===== src/sv/thtr_pkg.sv =====
`timescale 1ns / 1ps

package thtr_pkg;

    // Field widths of the channels and registers.
    localparam int VALUE_W   = 8;
    localparam int INDEX_W   = 13;
    localparam int STATUS_W  = 2;
    localparam int LEN_W     = 14;
    localparam int LIMIT_W   = 20;
    localparam int WAIT_W    = LIMIT_W + 1;
    localparam int CFG_IDX_W = 1;
    localparam int CFG_DATA_W = LIMIT_W;

    // Longest track that a transfer may cover.
    localparam logic [LEN_W-1:0] TRACK_MAX = LEN_W'(8192);

    // Register indexes on the configuration port.
    localparam logic [CFG_IDX_W-1:0] REG_TRACK_LENGTH  = CFG_IDX_W'(0);
    localparam logic [CFG_IDX_W-1:0] REG_TIMEOUT_LIMIT = CFG_IDX_W'(1);

    // Register values after reset.
    localparam logic [LEN_W-1:0]   TRACK_LENGTH_RST  = LEN_W'(8192);
    localparam logic [LIMIT_W-1:0] TIMEOUT_LIMIT_RST = LIMIT_W'(1000000);

    // Result status codes.
    localparam logic [STATUS_W-1:0] STATUS_OK      = STATUS_W'(0);
    localparam logic [STATUS_W-1:0] STATUS_CANCEL  = STATUS_W'(1);
    localparam logic [STATUS_W-1:0] STATUS_EXPIRED = STATUS_W'(2);

    // Fill levels of the three-sample window.
    localparam logic [1:0] HELD_NONE = 2'd0;
    localparam logic [1:0] HELD_ONE  = 2'd1;
    localparam logic [1:0] HELD_TWO  = 2'd2;

    typedef struct packed {
        logic               start_req;
        logic               line_level;
        logic [VALUE_W-1:0] port_value;
        logic               cancel;
    } tick_t;

    typedef struct packed {
        logic [VALUE_W-1:0]  byte_value;
        logic [INDEX_W-1:0]  byte_index;
        logic                last;
        logic [STATUS_W-1:0] status;
    } result_t;

    typedef struct packed {
        logic [LEN_W-1:0]   track_length;
        logic [LIMIT_W-1:0] timeout_limit;
    } cfg_t;

endpackage


===== src/sv/thtr_if.sv =====
`timescale 1ns / 1ps

// Channel carrying one pin-sampling tick.
interface thtr_tick_if
    import thtr_pkg::*;
();
    logic               valid;
    logic               ready;
    logic               start_req;
    logic               line_level;
    logic [VALUE_W-1:0] port_value;
    logic               cancel;

    modport source (output valid, output start_req, output line_level,
                    output port_value, output cancel, input ready);
    modport sink   (input valid, input start_req, input line_level,
                    input port_value, input cancel, output ready);
endinterface

// Channel carrying one received byte or a timeout result.
interface thtr_result_if
    import thtr_pkg::*;
();
    logic                valid;
    logic                ready;
    logic [VALUE_W-1:0]  byte_value;
    logic [INDEX_W-1:0]  byte_index;
    logic                last;
    logic [STATUS_W-1:0] status;

    modport source (output valid, output byte_value, output byte_index,
                    output last, output status, input ready);
    modport sink   (input valid, input byte_value, input byte_index,
                    input last, input status, output ready);
endinterface


===== src/sv/thtr_engine.sv =====
`timescale 1ns / 1ps

module thtr_engine
    import thtr_pkg::*;
(
    input  logic    clk,
    input  logic    rst_n,
    input  logic    step,
    input  tick_t   tick_in,
    input  cfg_t    cfg,
    output logic    emit,
    output result_t res
);

    logic                busy_reg, busy_next;
    logic                sampling_reg, sampling_next;
    logic [INDEX_W-1:0]  position_reg, position_next;
    logic [WAIT_W-1:0]   wait_count_reg, wait_count_next;
    logic [VALUE_W-1:0]  older_reg, older_next;
    logic [VALUE_W-1:0]  newer_reg, newer_next;
    logic [1:0]          held_reg, held_next;
    logic                cancel_seen_reg, cancel_seen_next;

    logic [LEN_W-1:0]    eff_length;
    logic [LEN_W-1:0]    position_plus;
    logic                final_byte;

    // Clamp the track length to the range one transfer may cover.
    always_comb
    begin
        if (cfg.track_length == '0)
        begin
            eff_length = LEN_W'(1);
        end
        else if (cfg.track_length > TRACK_MAX)
        begin
            eff_length = TRACK_MAX;
        end
        else
        begin
            eff_length = cfg.track_length;
        end
    end

    assign position_plus = {1'b0, position_reg} + LEN_W'(1);
    assign final_byte    = (position_plus >= eff_length);

    // Next state and the result of the tick in the input register.
    always_comb
    begin
        busy_next        = busy_reg;
        sampling_next    = sampling_reg;
        position_next    = position_reg;
        wait_count_next  = wait_count_reg;
        older_next       = older_reg;
        newer_next       = newer_reg;
        held_next        = held_reg;
        cancel_seen_next = cancel_seen_reg;
        emit             = 1'b0;
        res.byte_value   = tick_in.port_value;
        res.byte_index   = position_reg;
        res.last         = 1'b0;
        res.status       = STATUS_OK;

        if (step)
        begin
            if (!busy_reg)
            begin
                if (tick_in.start_req)
                begin
                    busy_next        = 1'b1;
                    sampling_next    = 1'b0;
                    position_next    = '0;
                    wait_count_next  = '0;
                    held_next        = HELD_NONE;
                    cancel_seen_next = 1'b0;
                end
            end
            else
            begin
                cancel_seen_next = cancel_seen_reg | tick_in.cancel;

                if (!sampling_reg)
                begin
                    // Waiting for the line to reach the level of this byte.
                    if (tick_in.line_level == position_reg[0])
                    begin
                        sampling_next = 1'b1;
                        older_next    = tick_in.port_value;
                        held_next     = HELD_ONE;
                    end
                    else if (wait_count_reg > {1'b0, cfg.timeout_limit})
                    begin
                        emit           = 1'b1;
                        res.byte_value = '0;
                        res.last       = 1'b1;
                        res.status     = STATUS_EXPIRED;
                        busy_next      = 1'b0;
                    end
                    else
                    begin
                        wait_count_next = wait_count_reg + WAIT_W'(1);
                    end
                end
                else if (held_reg != HELD_TWO)
                begin
                    newer_next = tick_in.port_value;
                    held_next  = HELD_TWO;
                end
                else if (older_reg == newer_reg && newer_reg == tick_in.port_value)
                begin
                    // Three equal samples in a row: the byte is stable.
                    emit            = 1'b1;
                    res.last        = final_byte;
                    res.status      = (final_byte && cancel_seen_next) ?
                                      STATUS_CANCEL : STATUS_OK;
                    sampling_next   = 1'b0;
                    held_next       = HELD_NONE;
                    wait_count_next = '0;
                    if (final_byte)
                    begin
                        busy_next = 1'b0;
                    end
                    else
                    begin
                        position_next = position_reg + INDEX_W'(1);
                    end
                end
                else
                begin
                    older_next = newer_reg;
                    newer_next = tick_in.port_value;
                end
            end
        end
    end

    always_ff @(posedge clk or negedge rst_n)
    begin
        if (!rst_n)
        begin
            busy_reg        <= 1'b0;
            sampling_reg    <= 1'b0;
            position_reg    <= '0;
            wait_count_reg  <= '0;
            older_reg       <= '0;
            newer_reg       <= '0;
            held_reg        <= HELD_NONE;
            cancel_seen_reg <= 1'b0;
        end
        else
        begin
            busy_reg        <= busy_next;
            sampling_reg    <= sampling_next;
            position_reg    <= position_next;
            wait_count_reg  <= wait_count_next;
            older_reg       <= older_next;
            newer_reg       <= newer_next;
            held_reg        <= held_next;
            cancel_seen_reg <= cancel_seen_next;
        end
    end

endmodule


===== src/sv/toggle_handshake_track_reader_core.sv =====
`timescale 1ns / 1ps

// Channel   Direction  Contents
// tick      in         start_req, line_level, port_value, cancel
// result    out        byte_value, byte_index, last, status
// cfg_*     in         write enable, register index, write data
//
// A tick accepted at one edge waits in the input register until the output
// register can take a result; its result, if any, is then registered there.
// One tick is accepted per cycle as long as the output register is free or
// being drained; while a result waits, the held tick stays put and the
// input closes until the output register frees up.
// Reset clears the control state and loads the register defaults.

module toggle_handshake_track_reader_core
    import thtr_pkg::*;
(
    input  logic                  clk,
    input  logic                  rst_n,
    input  logic                  cfg_we,
    input  logic [CFG_IDX_W-1:0]  cfg_index,
    input  logic [CFG_DATA_W-1:0] cfg_wdata,
    thtr_tick_if.sink             tick,
    thtr_result_if.source         result
);

    cfg_t    cfg_reg;
    logic    in_valid_reg;
    tick_t   in_data_reg;
    logic    out_valid_reg;
    result_t out_data_reg;
    logic    step;
    logic    emit;
    result_t res;

    // Configuration register writes.
    always_ff @(posedge clk or negedge rst_n)
    begin
        if (!rst_n)
        begin
            cfg_reg.track_length  <= TRACK_LENGTH_RST;
            cfg_reg.timeout_limit <= TIMEOUT_LIMIT_RST;
        end
        else if (cfg_we)
        begin
            case (cfg_index)
                REG_TRACK_LENGTH:  cfg_reg.track_length  <= cfg_wdata[LEN_W-1:0];
                REG_TIMEOUT_LIMIT: cfg_reg.timeout_limit <= cfg_wdata[LIMIT_W-1:0];
                default:           ;
            endcase
        end
    end

    // The held tick is processed once the output register can take a result.
    assign step       = in_valid_reg && (!out_valid_reg || result.ready);
    assign tick.ready = !in_valid_reg || step;

    // Input register.
    always_ff @(posedge clk or negedge rst_n)
    begin
        if (!rst_n)
        begin
            in_valid_reg <= 1'b0;
        end
        else if (tick.ready)
        begin
            in_valid_reg <= tick.valid;
        end
    end

    always_ff @(posedge clk)
    begin
        if (tick.valid && tick.ready)
        begin
            in_data_reg.start_req  <= tick.start_req;
            in_data_reg.line_level <= tick.line_level;
            in_data_reg.port_value <= tick.port_value;
            in_data_reg.cancel     <= tick.cancel;
        end
    end

    thtr_engine u_engine (
        .clk     (clk),
        .rst_n   (rst_n),
        .step    (step),
        .tick_in (in_data_reg),
        .cfg     (cfg_reg),
        .emit    (emit),
        .res     (res)
    );

    // Output register.
    always_ff @(posedge clk or negedge rst_n)
    begin
        if (!rst_n)
        begin
            out_valid_reg <= 1'b0;
        end
        else if (step && emit)
        begin
            out_valid_reg <= 1'b1;
        end
        else if (result.ready)
        begin
            out_valid_reg <= 1'b0;
        end
    end

    always_ff @(posedge clk)
    begin
        if (step && emit)
        begin
            out_data_reg <= res;
        end
    end

    assign result.valid      = out_valid_reg;
    assign result.byte_value = out_data_reg.byte_value;
    assign result.byte_index = out_data_reg.byte_index;
    assign result.last       = out_data_reg.last;
    assign result.status     = out_data_reg.status;

endmodule

===== src/flat_wrapper.sv =====
// flat-port wrapper written by rule: the top's interface ports become plain ports
module toggle_handshake_track_reader_core_flat import thtr_pkg::*;
  (clk, rst_n, cfg_we, cfg_index, cfg_wdata, tick_valid, tick_start_req, tick_line_level, tick_port_value, tick_cancel, tick_ready, result_valid, result_byte_value, result_byte_index, result_last, result_status, result_ready);
  thtr_tick_if tick_i ();
  thtr_result_if result_i ();
  input  logic clk;
  input  logic rst_n;
  input  logic cfg_we;
  input  logic [CFG_IDX_W-1:0] cfg_index;
  input  logic [CFG_DATA_W-1:0] cfg_wdata;
  input wire logic [$bits(tick_i.valid)-1:0] tick_valid;
  input wire logic [$bits(tick_i.start_req)-1:0] tick_start_req;
  input wire logic [$bits(tick_i.line_level)-1:0] tick_line_level;
  input wire logic [$bits(tick_i.port_value)-1:0] tick_port_value;
  input wire logic [$bits(tick_i.cancel)-1:0] tick_cancel;
  output wire logic [$bits(tick_i.ready)-1:0] tick_ready;
  output wire logic [$bits(result_i.valid)-1:0] result_valid;
  output wire logic [$bits(result_i.byte_value)-1:0] result_byte_value;
  output wire logic [$bits(result_i.byte_index)-1:0] result_byte_index;
  output wire logic [$bits(result_i.last)-1:0] result_last;
  output wire logic [$bits(result_i.status)-1:0] result_status;
  input wire logic [$bits(result_i.ready)-1:0] result_ready;
  assign tick_i.valid = tick_valid;
  assign tick_i.start_req = tick_start_req;
  assign tick_i.line_level = tick_line_level;
  assign tick_i.port_value = tick_port_value;
  assign tick_i.cancel = tick_cancel;
  assign tick_ready = tick_i.ready;
  assign result_valid = result_i.valid;
  assign result_byte_value = result_i.byte_value;
  assign result_byte_index = result_i.byte_index;
  assign result_last = result_i.last;
  assign result_status = result_i.status;
  assign result_i.ready = result_ready;
  toggle_handshake_track_reader_core u_core (.clk(clk), .rst_n(rst_n), .cfg_we(cfg_we), .cfg_index(cfg_index), .cfg_wdata(cfg_wdata), .tick(tick_i), .result(result_i));
endmodule

===== config.mk =====
export PLATFORM = sky130hd
export DESIGN_NAME = toggle_handshake_track_reader_core_flat
export DESIGN_NICKNAME = d
export VERILOG_FILES = /design/src/sv/thtr_pkg.sv /design/src/sv/thtr_if.sv /design/src/sv/thtr_engine.sv /design/src/sv/toggle_handshake_track_reader_core.sv /design/src/flat_wrapper.sv
export SDC_FILE = /design/constraint.sdc
export NUM_CORES = 1
export LEC_CHECK = 0
export ABC_AREA = 1
export BUFFER_PORTS_ARGS = -buffer_cell sky130_fd_sc_hd__buf_2
export CAP_MARGIN = 20
export CORE_AREA = 2 2 156 158
export DETAILED_ROUTE_END_ITERATION = 8
export DIE_AREA = 0 0 158 160
export HOLD_SLACK_MARGIN = 0.12
export SLEW_MARGIN = 20
export SYNTH_ARGS = -nofsm -noshare
export SYNTH_HDL_FRONTEND = slang
export SYNTH_SLANG_ARGS = --single-unit

===== constraint.sdc =====
create_clock -name clk -period 2.89 [get_ports clk]
set_clock_uncertainty 0.15 [all_clocks]
set_input_delay 0.289 -clock clk [delete_from_list [all_inputs] [get_ports clk]]
set_output_delay 0.289 -clock clk [all_outputs]
set_load 0.01 [all_outputs]

* Word-level counts from Yosys, hierarchy flattened *
Index checks and enable logic that the tools add are counted.

word-level totals
  bits in registers = 126
  input port bits = 37
  word-level logic and storage cells = 129

cells by class
  bitwise logic cells = 2
  equal/unequal tests = 17
  reduce and logical (&&, ||, !) cells = 22
  mux-type cells = 62
  $add $sub $neg = 3
  magnitude comparators = 3

operator list
  kind                                                                      count
  21-bit two-way mux                                                        7
  8-bit two-way mux                                                         11
  13-bit two-way mux                                                        6
  14-bit two-way mux                                                        2
  1-bit two-way mux                                                         25
  21-bit by 1-bit adder with 21-bit output (second input constant)          1
  21-bit by 20-bit > comparator with 1-bit output                           1
  8-bit == test                                                             2
  3-bit two-way mux                                                         5
  13-bit by 1-bit adder with 14-bit output (second input constant)          1
  14-bit >= comparator                                                      1
  14-bit > comparator (second input constant)                               1
  14-bit logical NOT                                                        1
  13-bit by 1-bit adder with 13-bit output (second input constant)          1
  2-bit two-way mux                                                         6
  2-bit inequality test (second input constant)                             6
  6-bit AND reduction                                                       2
  3-bit inequality test (second input constant)                             3
  2-bit AND reduction                                                       4
  4-bit AND reduction                                                       2
  2-bit nonzero test                                                        3
  1-bit logical AND                                                         5
  5-bit AND reduction                                                       1
  2-bit by 1-bit inequality test with 1-bit output (second input constant)  2
  other kinds (8)                                                           10

* Logic depth before layout (Yosys ltp) *
  word-level depth = 9
  depth in mapped cells = 20
  mapped depth without buffers = 19

* Cells and area by module *
Synthesis repeated with hierarchy kept, for this count alone.

second synthesis, totals
  cell total of the unflattened synthesis = 918
  area, all modules = 7,153.1 sq um

by module, submodules not included
  module                              instances  cells each  area each (sq um)  sequential area each (sq um)
  thtr_engine                         1          719         4,645.7            1,376.3
  toggle_handshake_track_reader_core  1          199         2,507.4            1,961.9

* Worst setup path after synthesis *
OpenSTA, ideal clock, no wires.

  kind = reg2reg
  from = register u_core.u_engine.position_reg[0]
  to = register u_core.u_engine.position_reg[5]
  required time = 2,623 ps
  cell stages (with the launch flop) = 19
  setup slack = 65 ps
  period minus slack after synthesis = 2,825 ps
  path buffers = 1
  arrival time = 2,558 ps
  setup time = 117 ps
  path through = dfrtp_1 -> ha_1 -> nand2_1 -> nor2_1 -> nand2_1 -> nor2_1 -> xor2_1 -> inv_1 -> ha_1 -> nand2_1 -> nor2_1 -> nor3b_1 -> nand2_1 -> nand3_1 -> o21ai_2 -> nand3_2 -> buf_6 -> nand2_1 -> nand2_1

between the ends
  longest elaborated chain between the ends = 6

RTL lines
  element                                                                                           RTL line            RTL
  start, declared                                                                                   thtr_engine.sv:17   logic [INDEX_W-1:0] position_reg, position_next;
  start signal, assigned                                                                            thtr_engine.sv:155  position_reg <= position_next;
  parallel branches: the longest is 6 deep, another holds 13-bit by 1-bit adder with 14-bit output  n/a

Several ways; the timed one is not identified. The select of a mux whose other input is x is not followed.
A chain may end at the register's enable or synchronous reset.

* Worst setup path in the final report *
  from = register u_core.u_engine.position_reg[4]
  to = register u_core.u_engine.position_reg[10]

The elaborated chain is that of the path after synthesis.

==> impl_results.md <==
* Count of vias placed by the detailed router at 6417
* Utilization of the core after routing at roughly 40%
* Part of the total power dissipated in combinational logic at 15.3%
* Power density over cell area at 573 nW/µm²
* Wirelength per Cell at ~13 µm
* Post-synthesis cell type with the largest combined area: sky130_fd_sc_hd__dfrtp_1
* Count of endpoints failing hold in the final timing report at 0
* Max H-tree Level at 4
* Clock net sink count at around 130
* Final-report setup violation count at 14
* Crit path to: u_core.u_engine.position_reg[10]
* Part of the total power dissipated in sequential elements at 39.9%
* Crit-path cells: buf_6 -> nand2_4 -> nor3_4 -> nand3_1 -> xor2_1 -> inv_1 -> ha_1 -> nand2_1 -> nor2_2 -> nor3b_2 -> nand2_1 -> nand3_2 -> o21ai_4 -> buf_6 -> nand3_4 -> nand2_1 -> nand2_1
* Relative area change from synthesis to final layout at 31.6%
* Power share of the clock group at 44.8%
* Fraction of layout cells with a size suffix above 1 at 19.9%
* Tightest Pin Transition at 0.793 ns
* Hold path startpoint: cfg_we
* Net load switching power at 1.48 mW
* Largest net degree at the start of global routing at 49
* # DRC at 0
* Core Box Area at 23800 µm²
* Routed via count divided by cell count at 4.52
* Data arrival time of the critical path at ~3.2 ns
* Cell count after synthesis at ~950
* Library cells used by synthesis at 33
* Internal power component at 3.94 mW
* CTS buffer count at 17
* Classification of the worst-slack hold path: in -> reg
* Final design area excluding fillers at approximately 9500 µm²
* Startpoint class of the critical path: flip-flop
* Detailed Route WL at 18300 µm
* Worst hold slack at about 0.25 ns
* Achievable frequency at 335 MHz
* Final worst-path cycle share at 103%
* Total gr overflow at 0
* Dominant cells by area after synthesis: sky130_fd_sc_hd__dfrtp_1 (29%), sky130_fd_sc_hd__nand2_1 (17%), sky130_fd_sc_hd__edfxtp_1 (15%)
* Post-synth design cell area at approximately 7200 µm²
* Critical Path Start: u_core.u_engine.position_reg[4]
* Async set or reset register ratio after synthesis at 72.2%
* Number of optimization iterations in the first detailed-route pass at 8
* Status: complete, but fails checks
* Most frequent cell on the critical path: sky130_fd_sc_hd__nand2_1
* Die extent in y at 160 µm
* Number of stages on the worst setup path at 17
* Antenna violations before repair at 0
* Final standard cell count with taps included and fillers excluded at 1421
* Critical Path End Type: flip-flop
* Class of the most critical setup path: reg -> reg
* CTS Buffer Depth at 2
* Syn_nets at 1020
* Sequential share of the synthesized area at 46.5%
* Latest clock arrival within the worst-skew pair at 0.42 ns
* Critical-path cell with the highest stage delay: sky130_fd_sc_hd__dfrtp_1
* Highest ir drop seen on vdd at 0.000343 V
* Die area at approximately 25000 µm²
* Most used flip-flop cell after synthesis: sky130_fd_sc_hd__dfrtp_1
* Cell count of the worst reg-to-reg path at 17
* Die width at 158 µm
* Violations in the final reports: setup timing
* Source of the worst register-to-register timing path: u_core.u_engine.position_reg[4]
* Peak fanout along the critical path at 7
* Final setup TNS at -0.766 ns
* Count of flip-flops with a built-in enable after synthesis at 35
* Crit path buf inv count at 3
* Placed cell count at 1328
* Post-synth top cells: sky130_fd_sc_hd__nand2_1 (320), sky130_fd_sc_hd__inv_1 (130), sky130_fd_sc_hd__nor2_1 (88)
* P_leak at roughly 4.7 nW
* Clock input transition at the sequential cells of the worst setup and hold paths at 0.06 ns
* Initial detailed-routing violation count at 456
* Max-slew violation count at 0
* Required time of the critical path at 3.05 ns
* Unrepaired setup endpoints after global routing: true
* Buffers on Ports at 62
* Seq cells post-synth at 126
* Final layout net count at 1157
* Number of antenna-violating nets in the routed design at 0
* Clock Tree Root: sky130_fd_sc_hd__clkbuf_16
* Filler Cell Count at 2430
* Antenna diodes at 0
* Std-Cell Rows at 57
* Switching Share at 27.3%
* Number of flip-flops under the largest register name at 34
* Sum of net half-perimeters after detailed placement at roughly 12000 µm
* Terminus of the critical flop-to-flop path: u_core.u_engine.position_reg[10]
* Slack of the critical path at -0.0956 ns
* Kind of cell with the highest combined delay on the critical path: simple AND/OR/NAND/NOR gates
* First-pass GRT wire length at 29500 µm
* Post-DP Area at 7940 µm²
* Maximum cell stage delay along the critical path at 0.39 ns
* Most frequent cell after synthesis: sky130_fd_sc_hd__nand2_1
* R2R setup slack at -0.1 ns
* Yosys Warn Count at 0
* Max-Slew Margin vs Limit at 47.0%
* Number of max-cap violations at 0
* CTS tree: yes
* Number of global-route vias before repair at between 6000 and 7000
* Global placer's final weighted congestion at 0.849
* Starting utilization of the core area at between 30% and 40%
* Average footprint of a synthesized cell at 7.59 µm²
* Yosys top cell area share at 28.9%
* Top Ports at 63
* All-Layer GR Usage at 14.7%
* Final critical path time including I/O delays and setup at 2.99 ns
[through the flow]
stage / setup WS [ns] / total power, mW
2_1_floorplan: 0.0650 / 2.68
3_3_place_gp: -0.0521 / 2.89
3_5_place_dp: -0.130 / 2.91
4_1_cts: 0.00372 / 5.41
5_1_grt: -0.274 / 5.70
6_report: -0.0956 / 5.42
[final cells by class]
class                   instances  area, µm²  share of cell area, %
inverters                     140        526                   5.56
well taps                     324        405                   4.29
clock inverters                11        174                   1.84
multi-input cells             655       3440                   36.4
clock buffers                  21        503                   5.32
repair buffers                144       1060                   11.2
flip-flops and latches        126       3340                   35.3
[worst min-delay path by stage]
| stage | to | slack [ns] | cells after the start |
|---|---|---|---|
| floorplan | u_core.cfg_reg[0] | -0.16 | 0 |
| global placement | u_core.u_engine.newer_reg[7] | 0.20 | 1 |
| detailed placement | u_core.u_engine.older_reg[7] | 0.21 | 1 |
| CTS | u_core.cfg_reg[14] | 0.25 | 5 |
| global route | u_core.cfg_reg[16] | 0.31 | 5 |
| finish | u_core.cfg_reg[16] | 0.25 | 5 |
[worst register-to-register path: stages (launching register included)]
cell and delay (ns):
sky130_fd_sc_hd__dfrtp_1 0.39, sky130_fd_sc_hd__buf_6 0.13, sky130_fd_sc_hd__nand2_4 0.06, sky130_fd_sc_hd__nor3_4 0.20, sky130_fd_sc_hd__nand3_1 0.12, sky130_fd_sc_hd__xor2_1 0.26, sky130_fd_sc_hd__inv_1 0.09, sky130_fd_sc_hd__ha_1 0.29
sky130_fd_sc_hd__nand2_1 0.12, sky130_fd_sc_hd__nor2_2 0.07, sky130_fd_sc_hd__nor3b_2 0.15, sky130_fd_sc_hd__nand2_1 0.07, sky130_fd_sc_hd__nand3_2 0.11, sky130_fd_sc_hd__o21ai_4 0.19, sky130_fd_sc_hd__buf_6 0.14, sky130_fd_sc_hd__nand3_4 0.15
sky130_fd_sc_hd__nand2_1 0.12, sky130_fd_sc_hd__nand2_1 0.06
[metal layers]
metal / track usage [%] / wire length [µm] / vias up
met5: 0 / 0 / -
met4: 4.75 / 277 / 0
met3: 3.12 / 815 / 21
met2: 23.2 / 8330 / 139
met1: 20.2 / 8850 / 2972
li1: - / - / 3285
[cell families (layout without fill, tap and decap cells)]
kind of cell	Yosys count	in the layout	synth area share [%]
DFF	126	126	46.5
adders and majority gates	36	36	6.27
buffers and inverters	167	316	9.40
xor gates and xnor gates	13	13	1.58
AOI/OAI and AO/OA	81	81	5.97
and+or+nand+nor	524	525	30.3
[repair_timing]
action / in CTS / in global routing
endpoints found under the setup margin: 13 / 16
endpoints found under the hold margin: 85 / 0
gates cloned: 2 / 0
buffers inserted: 15 / 9
pin swaps: 14 / 29
gates resized for setup: 22 / 45
hold buffers: 36 / 0
[cells in the final DEF, fill, tap and decap left out, types with 3 or more instances in the layout]
cell,synthesis,layout
sky130_fd_sc_hd__buf_6,4,6
sky130_fd_sc_hd__inv_2,9,12
sky130_fd_sc_hd__ha_1,36,27
sky130_fd_sc_hd__clkbuf_16,0,19
sky130_fd_sc_hd__nand3_2,3,3
sky130_fd_sc_hd__nor2_2,3,5
sky130_fd_sc_hd__a21oi_1,18,17
sky130_fd_sc_hd__ha_4,0,7
sky130_fd_sc_hd__buf_4,3,38
sky130_fd_sc_hd__dfstp_2,8,8
sky130_fd_sc_hd__dlygate4sd3_1,0,36
sky130_fd_sc_hd__buf_2,6,62
sky130_fd_sc_hd__o21ai_0,50,48
sky130_fd_sc_hd__inv_1,130,127
sky130_fd_sc_hd__o21ai_1,8,10
sky130_fd_sc_hd__nand2_4,0,3
sky130_fd_sc_hd__nand3_1,55,54
sky130_fd_sc_hd__nor4_1,7,5
sky130_fd_sc_hd__nand4_1,22,22
sky130_fd_sc_hd__nor3_1,20,18
sky130_fd_sc_hd__nand2_2,1,20
sky130_fd_sc_hd__bufinv_16,0,4
sky130_fd_sc_hd__xor2_1,11,9
sky130_fd_sc_hd__nor2_1,88,84
sky130_fd_sc_hd__edfxtp_1,35,35
sky130_fd_sc_hd__nand2_1,320,298
sky130_fd_sc_hd__dfrtp_1,83,81
sky130_fd_sc_hd__clkinv_4,0,3
[power by group through the flow]
stage                     sequential, mW  clock [mW]  combinational (mW)
final                               2.16        2.43               0.830
after global routing                2.18        2.55               0.968
after CTS                           2.16        2.45               0.799
after detailed placement            2.18           0               0.724
after global placement              2.18           0               0.706
after floorplan                     2.14           0               0.547
(Power assumes the default switching activity.)
